<file path="src/hdl/fp4bf_pkg.sv">
// Shared types, constants and the element decode function for the FP4 to bf16 block.
package fp4bf_pkg;

  localparam logic [15:0] Bf16Zero  = 16'h0000;
  localparam logic [15:0] Bf16Qnan  = 16'h7FC0;
  localparam logic [15:0] Bf16Inf   = 16'h7F80;
  localparam logic [15:0] HalfPat   = 16'h3F00;
  localparam logic [7:0]  ScaleZero = 8'h00;
  localparam logic [7:0]  ScaleInf  = 8'hFF;

  typedef struct packed {
    logic [7:0] code_byte;
    logic [7:0] scale_byte;
  } in_item_t;

  typedef struct packed {
    logic [15:0] first_value;
    logic [15:0] second_value;
  } out_item_t;

  function automatic logic [15:0] decode_one(input logic [3:0] code, input logic [7:0] scale);
    logic [2:0]  mag;
    logic [15:0] pat;
    logic [9:0]  ex;
    logic [15:0] res;
    mag = code[2:0];
    pat = (mag == 3'd1) ? HalfPat : HalfPat + {7'd0, mag, 6'd0};
    ex  = {2'b00, pat[14:7]} + {2'b00, scale} - 10'd127;
    if (scale == ScaleZero) begin
      res = Bf16Zero;
    end else if (scale == ScaleInf) begin
      res = (mag == 3'd0) ? Bf16Qnan : ({code[3], 15'd0} | Bf16Inf);
    end else if (mag == 3'd0) begin
      res = Bf16Zero;
    end else if (ex[9] || ex == 10'd0) begin
      res = Bf16Zero;
    end else if (ex >= 10'd255) begin
      res = {code[3], 15'd0} | Bf16Inf;
    end else begin
      res = {code[3], ex[7:0], pat[6:0]};
    end
    return res;
  endfunction

endpackage

</file>
<file path="src/hdl/fp4bf_if.sv">
// Valid/ready channel interfaces for input and result items.
interface fp4bf_in_if;
  logic                valid;
  logic                ready;
  fp4bf_pkg::in_item_t data;
  modport source (output valid, output data, input ready);
  modport sink (input valid, input data, output ready);
endinterface

interface fp4bf_out_if;
  logic                 valid;
  logic                 ready;
  fp4bf_pkg::out_item_t data;
  modport source (output valid, output data, input ready);
  modport sink (input valid, input data, output ready);
endinterface

</file>
<file path="src/hdl/fp4bf_decode.sv">
// Combinational decode of one code pair with its block scale into two bf16 values.
module fp4bf_decode (
  input  fp4bf_pkg::in_item_t  item_i,
  output fp4bf_pkg::out_item_t result_o
);
  assign result_o.first_value  = fp4bf_pkg::decode_one(item_i.code_byte[3:0],
                                                       item_i.scale_byte);
  assign result_o.second_value = fp4bf_pkg::decode_one(item_i.code_byte[7:4],
                                                       item_i.scale_byte);
endmodule

</file>
<file path="src/hdl/fp4_block_scaled_to_bf16.sv">
// Top level of the FP4 (E2M1) block-scaled to bf16 dequantizer.
// Each input item is one byte of two E2M1 codes plus the E8M0 scale byte of
// their block; each yields one result item of two bf16 values. An item is
// registered on entry, decoded by combinational logic and registered as a
// result, and one item is accepted every cycle while the output is taken.
// Subnormal results are flushed to zero.
module fp4_block_scaled_to_bf16 (
  input  logic        clk_i,
  input  logic        rst_ni,
  fp4bf_in_if.sink    in_i,
  fp4bf_out_if.source out_o
);
  logic                 in_vld_q, out_vld_q;
  fp4bf_pkg::in_item_t  in_q;
  fp4bf_pkg::out_item_t out_q, res_d;
  logic                 adv_out, adv_in;

  assign adv_out    = !out_vld_q || out_o.ready;
  assign adv_in     = !in_vld_q || adv_out;
  assign in_i.ready = adv_in;

  fp4bf_decode u_dec (.item_i(in_q), .result_o(res_d));

  always_ff @(posedge clk_i or negedge rst_ni) begin
    if (!rst_ni) begin
      in_vld_q  <= 1'b0;
      out_vld_q <= 1'b0;
    end else begin
      if (adv_in) in_vld_q <= in_i.valid;
      if (adv_out) out_vld_q <= in_vld_q;
    end
  end

  always_ff @(posedge clk_i) begin
    if (adv_in && in_i.valid) in_q <= in_i.data;
    if (adv_out && in_vld_q) out_q <= res_d;
  end

  assign out_o.valid = out_vld_q;
  assign out_o.data  = out_q;

`ifndef SYNTHESIS
  a_hold: assert property (@(posedge clk_i) disable iff (!rst_ni)
    out_vld_q && !out_o.ready |=> out_vld_q && $stable(out_q))
    else $error("result lost while stalled");
  a_move: assert property (@(posedge clk_i) disable iff (!rst_ni)
    in_vld_q && adv_out |=> out_vld_q && out_q == $past(res_d))
    else $error("result not taken from decode");
  a_stall: assert property (@(posedge clk_i) disable iff (!rst_ni)
    in_vld_q && !adv_out |-> !in_i.ready)
    else $error("input accepted over full pipeline");
`endif
endmodule
</file>
<file path="src/flat_wrapper.sv">
// flat-port wrapper written by rule: the top's interface ports become plain ports
module fp4_block_scaled_to_bf16_flat 
  (clk_i, rst_ni, in_i_valid, in_i_data, in_i_ready, out_o_valid, out_o_data, out_o_ready);
  fp4bf_in_if in_i_i ();
  fp4bf_out_if out_o_i ();
  input  logic clk_i;
  input  logic rst_ni;
  input wire logic [$bits(in_i_i.valid)-1:0] in_i_valid;
  input wire logic [$bits(in_i_i.data)-1:0] in_i_data;
  output wire logic [$bits(in_i_i.ready)-1:0] in_i_ready;
  output wire logic [$bits(out_o_i.valid)-1:0] out_o_valid;
  output wire logic [$bits(out_o_i.data)-1:0] out_o_data;
  input wire logic [$bits(out_o_i.ready)-1:0] out_o_ready;
  assign in_i_i.valid = in_i_valid;
  assign in_i_i.data = in_i_data;
  assign in_i_ready = in_i_i.ready;
  assign out_o_valid = out_o_i.valid;
  assign out_o_data = out_o_i.data;
  assign out_o_i.ready = out_o_ready;
  fp4_block_scaled_to_bf16 u_core (.clk_i(clk_i), .rst_ni(rst_ni), .in_i(in_i_i), .out_o(out_o_i));
endmodule
</file>
<file path="config.mk">
export PLATFORM = sky130hd
export DESIGN_NAME = fp4_block_scaled_to_bf16_flat
export DESIGN_NICKNAME = d
export VERILOG_FILES = /design/src/hdl/fp4bf_pkg.sv /design/src/hdl/fp4bf_if.sv /design/src/hdl/fp4bf_decode.sv /design/src/hdl/fp4_block_scaled_to_bf16.sv /design/src/flat_wrapper.sv
export SDC_FILE = /design/constraint.sdc
export NUM_CORES = 1
export LEC_CHECK = 0
export BUFFER_PORTS_ARGS = -buffer_cell sky130_fd_sc_hd__buf_2
export CAP_MARGIN = 20
export CELL_PAD_IN_SITES_DETAIL_PLACEMENT = 0
export CELL_PAD_IN_SITES_GLOBAL_PLACEMENT = 1
export CORE_ASPECT_RATIO = 0.6
export CORE_MARGIN = 3
export CORE_UTILIZATION = 43
export CTS_CLUSTER_SIZE = 16
export DETAILED_ROUTE_END_ITERATION = 16
export MAX_ROUTING_LAYER = met4
export PLACE_DENSITY_LB_ADDON = 0.1
export RECOVER_POWER = 50
export REMOVE_ABC_BUFFERS = 1
export SYNTH_ARGS = -nofsm -noshare
export SYNTH_HDL_FRONTEND = slang
export SYNTH_SLANG_ARGS = --single-unit
</file>
<file path="constraint.sdc">
create_clock -name clk_i -period 3.9 [get_ports clk_i]
set_clock_uncertainty 0.05 [all_clocks]
set_input_delay 0.78 -clock clk_i [delete_from_list [all_inputs] [get_ports clk_i]]
set_output_delay 0.78 -clock clk_i [all_outputs]
set_load 0.05 [all_outputs]
</file>
# After elaboration in Yosys (flattened, before gate mapping)
# Index checks and enable logic that the tools add are counted.
[totals]
regBits = 50
in_bits = 20
output_inout_bits = 34
word_cells = 42
[op_classes]
n_addsub = 6
magnitude_cmp = 2
n_eq_ne = 3
mux = 12
n_reduce_logical = 13
[ops]
columns = ["operator", "count"]
rows = [
  ["16-bit two-way mux", 8],
  ["15-bit two-way mux", 4],
  ["14-bit by 9-bit adder with 15-bit output, first input constant", 2],
  ["10-bit by 8-bit greater-or-equal comparator with 1-bit output, second input constant", 2],
  ["10-bit zero test", 2],
  ["9-bit by 7-bit subtractor with 10-bit output, second input constant", 2],
  ["8-bit by 8-bit adder with 9-bit output", 2],
  ["8-bit equality test, second input constant", 1],
  ["8-bit zero test", 1],
  ["3-bit by 1-bit equality test with 1-bit output, second input constant", 2],
  ["3-bit zero test", 2],
  ["1-bit logical OR", 4],
  ["1-bit logical AND", 2],
  ["1-bit zero test", 2],
]

# Depth between registers and ports, before layout
[logic_depth]
word_depth = 9
mapped_depth = 12
ltp_nobuf = 12

# Modules after synthesis
# From an unflattened synthesis, not the netlist that was laid out.
[hier_totals]
cells_unflattened = 247
area_unflattened_um2 = 3021.6
[by_module_without_submodules]
columns = ["module", "n_inst", "cells_each", "area_each_um2", "seq_area_each_um2"]
rows = [
  ["fp4_block_scaled_to_bf16", 1, 56, 1545.2, 1491.4],
  ["fp4bf_decode", 1, 191, 1476.4, 0.0],
]

# Worst setup path after synthesis
# No wires, ideal clock.
[synth_path]
kind = "register to register"
from = "reg u_core.in_q[14] (netlist name)"
to = "reg u_core.out_q (netlist bit u_core.out_o.data[6]) (data pin)"
setup_ns = 0.257
arrival_time_ns = 2.804
path_slack_ns = 0.790
stages_incl_launch_ff = 11
n_path_buf = 0
synth_period_minus_slack_ns = 3.110
path_cell_list = "edfxtp_1 -> inv_1 -> ha_1 -> ha_1 -> fa_1 -> a21o_1 -> a221o_1 -> xnor2_2 -> nor4_1 -> nor3_2 -> a32o_1"
[synth_via]
elab_chain_cells = 9
[synth_lines]
columns = ["item", "line_no", "text"]
rows = [
  ["start: declaration", "fp4_block_scaled_to_bf16.sv:14", "fp4bf_pkg::in_item_t in_q;"],
  ["start signal: assignment", "fp4_block_scaled_to_bf16.sv:35", "if (adv_in && in_i.valid) in_q <= in_i.data;"],
  ["14-bit by 9-bit adder with 15-bit output / 3-bit by 1-bit equality test with 1-bit output (equally long branches)", "fp4bf_pkg.sv:27", "pat = (mag == 3'd1) ? HalfPat : HalfPat + {7'd0, mag, 6'd0};"],
  ["15-bit two-way mux", "fp4bf_pkg.sv:27", ""],
  ["8-bit by 8-bit adder with 9-bit output", "fp4bf_pkg.sv:28", "ex = {2'b00, pat[14:7]} + {2'b00, scale} - 10'd127;"],
  ["9-bit by 7-bit subtractor with 10-bit output", "fp4bf_pkg.sv:28", ""],
  ["10-bit by 8-bit greater-or-equal comparator with 1-bit output / 10-bit zero test (equally long branches)", "fp4bf_pkg.sv:37, fp4bf_pkg.sv:35", ""],
  ["15-bit two-way mux / 1-bit logical OR (equally long branches)", "fp4bf_pkg.sv:37, fp4bf_pkg.sv:35", ""],
  ["16-bit two-way mux", "fp4bf_pkg.sv:35", "end else if (ex[9] || ex == 10'd0) begin"],
  ["16-bit two-way mux", "fp4bf_pkg.sv:33", "end else if (mag == 3'd0) begin"],
  ["16-bit two-way mux *", "fp4bf_pkg.sv:31", "end else if (scale == ScaleInf) begin"],
  ["end signal: assignment", "fp4_block_scaled_to_bf16.sv:36", "if (adv_out && in_vld_q) out_q <= res_d;"],
  ["end: declaration", "fp4_block_scaled_to_bf16.sv:15", "fp4bf_pkg::out_item_t out_q, res_d;"],
]
# Every way passes the cells marked *; elsewhere a longest branch is shown, timed or not.
# A chain may end at the register's enable or synchronous reset.

# Worst setup path in the final report
# Ends and elaborated chain as after synthesis.

==> impl_metrics.yaml <==
clock_tree:
  htree_num_levels: 2
  clk_path_buf_depth: 2
  post_cts_buffers: 0
  cts_buffers: 5
  tritoncts: "done"
  cts_resized: 0
  clk_latency_ns: 0.29
  clockRootBuffer: "clkbuf_8"
  cts_hold_buf: 0
  cts.clk_slew.worst_paths_ns: 0.08
  numClockSinks: 38
global_route:
  grt_use_total_pct: 17.6
  grt_pass1_wl_mm: 9.35
  gr-total-overflow: 0
  antenna_found_initial: 0
  grt_pass1_vias: 1769
  grt_max_degree: 21
synthesis:
  muxShareOfSynthArea_pct: 0.869
  synthAdderAreaFrac_pct: 15.2
  synthXorXnorAreaFrac_pct: 2.20
  synthFlopType: "edfxtp_1"
  synth_cell_types: 56
  synthMostInstantiatedCell: "edfxtp_1"
  synthArstFlopShare_pct: 5.26
  synth_top_area_cell: "edfxtp_1"
  synth.area.top_cells: "edfxtp_1 40%, ha_1 14%, buf_4 3.3%"
  yosys.area_share.simple_pct: 14.5
  synth_common_cells: "36 x edfxtp_1, 30 x ha_1, 21 x inv_1, 16 x a21oi_1, 13 x o21ai_0"
  synth_compound_gate_area_share_pct: 19.4
  synth_area_per_cell_sq_um: 10.9
  netlist_area_sq_um: 2740
  ys_seq_elements: 38
  synth_edf_count: 36
  yosysSeqAreaShare_pct: 41.4
  synth_top_family_by_area: "compound AO/OA/AOI/OAI gates"
  yosys.area.top_type_share_pct: 39.5
  synthCells: 252
  ys_warn_count: 0
pwr:
  clock_power_share_pct: 24.4
  p_int_mw: 0.882
  combinationalPowerShare_pct: 38.4
  p_seq_share_pct: 37.2
  ir_drop_mv: 0.186
  p_sw_mw: 0.536
  powerDensity_nw_per_um2: 461
  p_leak_nw: 1.26
  switching_share_pct: 37.8
detailed_routing:
  drt-total-wl_mm: 5.94
  ant_nets: 0
  vias: 1991
  drt-wirelength-per-cell_um: 15.7
  dr.pass1.iters: 4
  drtIter0Drc: 114
  avgViaCountPerCell: 5.25
  remaining_drc_errors: 0
timing:
  tightest_slew_ns: 1.21
  fin_crit_sh_pct: 87.1
  final-hold-violation-count: 0
  clock.fmax_mhz: 294
  slew_viol_final: 0
  rsz0062_at_grt: "no"
  min_period_ns: 3.40
  finalSetupViolCount: 0
  tns_ns: 0
  setup_slack_ns: 0.503
  slew_headroom_pct: 19.5
critical_path:
  r2r_start: "u_core.in_q[14]$_DFFE_PP_"
  reg2reg_to: "u_core.out_o.data[6]$_SDFFCE_PN0P_"
  worstPathRequired_ns: 3.90
  crit_fanout: 7
  endpoint: "u_core.out_o.data[6]$_SDFFCE_PN0P_"
  cp.arrival_ns: 3.39
  endpoint_kind: "flip-flop"
  ff2ff_path_depth: 10
  crit_path_start: "u_core.in_q[14]$_DFFE_PP_"
  start_kind: "flip-flop"
  rrSetupSlack_ns: 0.50
  path_class: "flip-flop to flip-flop"
place:
  dp_hpwl_mm: 4.73
  gp_congestion: 0.877
  pre_cts_ws_ns: 0.537
  numPortBuffers: 41
cells_and_area:
  layout.nets: 350
  area_delta_synth_final_pct: 12.4
  n_fill_cell: 535
  drive_above_1_share_pct: 14.7
  num_antenna_cells: 0
floorplan:
  pin_count: 54
  design.die.area_sq_um: 7380
  core_area_sq_um: 5860
  start_util_pct: 46.7
  die_y_um: 67.8
  fp.dieW_um: 109
  core.rowCount: 21
run:
  cap_violations: 0
min_path:
  hp-class: "input pin to async pin"
outcome:
  outcome: "finished clean"
-- how the worst min path moves through the flow --
stage                                           start                        endpoint  slack (ns)  cells past startpoint
after floorplan           u_core.in_vld_q$_DFFE_PN0N_  u_core.out_o.valid$_DFFE_PN0P_        0.40                      1
after global placement    u_core.in_vld_q$_DFFE_PN0N_  u_core.out_o.valid$_DFFE_PN0P_        0.42                      1
after detailed placement  u_core.in_vld_q$_DFFE_PN0N_  u_core.out_o.valid$_DFFE_PN0P_        0.44                      1
after CTS                                      rst_ni  u_core.out_o.valid$_DFFE_PN0P_        0.22                      1
after global routing                           rst_ni     u_core.in_vld_q$_DFFE_PN0N_        0.23                      1
final                                          rst_ni  u_core.out_o.valid$_DFFE_PN0P_        0.23                      1
-- cell type report --
cell class / count / area (sq um) / share of cell area (%)
Clock buffer: 7 / 86.3 / 2.81
Timing Repair Buffer: 41 / 176 / 5.74
Sequential cell: 38 / 1130 / 36.8
Multi-Input combinational cell: 191 / 1470 / 47.9
Tap cell: 80 / 100 / 3.25
Inverter: 21 / 78.8 / 2.56
Clock inverter: 1 / 30.0 / 0.976
-- kinds of logic (layout without fill, tap and decap cells) --
logic type | count (synthesis) | in the layout
compound gates | 73 | 73
simple gates | 66 | 66
fa+ha+maj | 32 | 32
buf+inv | 34 | 70
xor+xnor | 6 | 6
flops | 38 | 38
mux | 2 | 2
other cells | 1 | 12
-- routing by layer --
layer  routed length, um  track usage, %  share of wire [%]
met2                2060            20.7                 35
met4                  19            3.31               0.32
met5                   0               -                  0
met3                 411            4.20                6.9
met1                3450            28.8                 58
-- cells in the final DEF (no fill, tap or decap), types with 9 or more instances in the layout --
| cell | n |
|---|---|
| inv_1 | 21 |
| conb_1 | 12 |
| edfxtp_1 | 36 |
| buf_2 | 18 |
| clkbuf_1 | 24 |
| ha_1 | 30 |
| o21ai_1 | 10 |
| a21oi_1 | 16 |
| nor2_1 | 9 |
| o21ai_0 | 13 |
-- critical path, stage by stage (launching register included) --
cell      delay, ns
edfxtp_1       0.42
inv_1          0.21
ha_1           0.29
ha_1           0.24
fa_1           0.42
a21o_1         0.19
a221o_1        0.38
xnor2_2        0.18
nor4_1         0.36
nor3_2         0.12
a32o_1         0.28
-- sequential cells by signal (all words and copies together), names as in the netlist --
signal / count
u_core.in_vld_q: 1
u_core.out_o.data: 20
u_core.out_o.valid: 1
u_core.in_q: 16
-- power groups by stage --
stage	registers, mW	logic (mW)	clock network, mW
floorplan	0.644	0.323	0
CTS	0.526	0.551	0.356
global route	0.532	0.597	0.374
global placement	0.535	0.549	0
detailed placement	0.535	0.548	0
finish	0.528	0.544	0.346
-- through the flow --
step | hold slack (ns) | utilization (%) | instance area [sq um] | power, mW | std cells
floorplan | 0.399 | - | 2680 | 0.967 | 250
global placement | 0.422 | 51.0 | 2990 | 1.08 | 371
detailed placement | 0.436 | 51.0 | 2990 | 1.08 | 371
CTS | 0.217 | 53.0 | 3100 | 1.43 | 379
global route | 0.230 | 52.5 | 3080 | 1.50 | 379
finish | 0.234 | 52.5 | 3080 | 1.42 | 379
No activity file was read; power rests on OpenSTA's default activity.
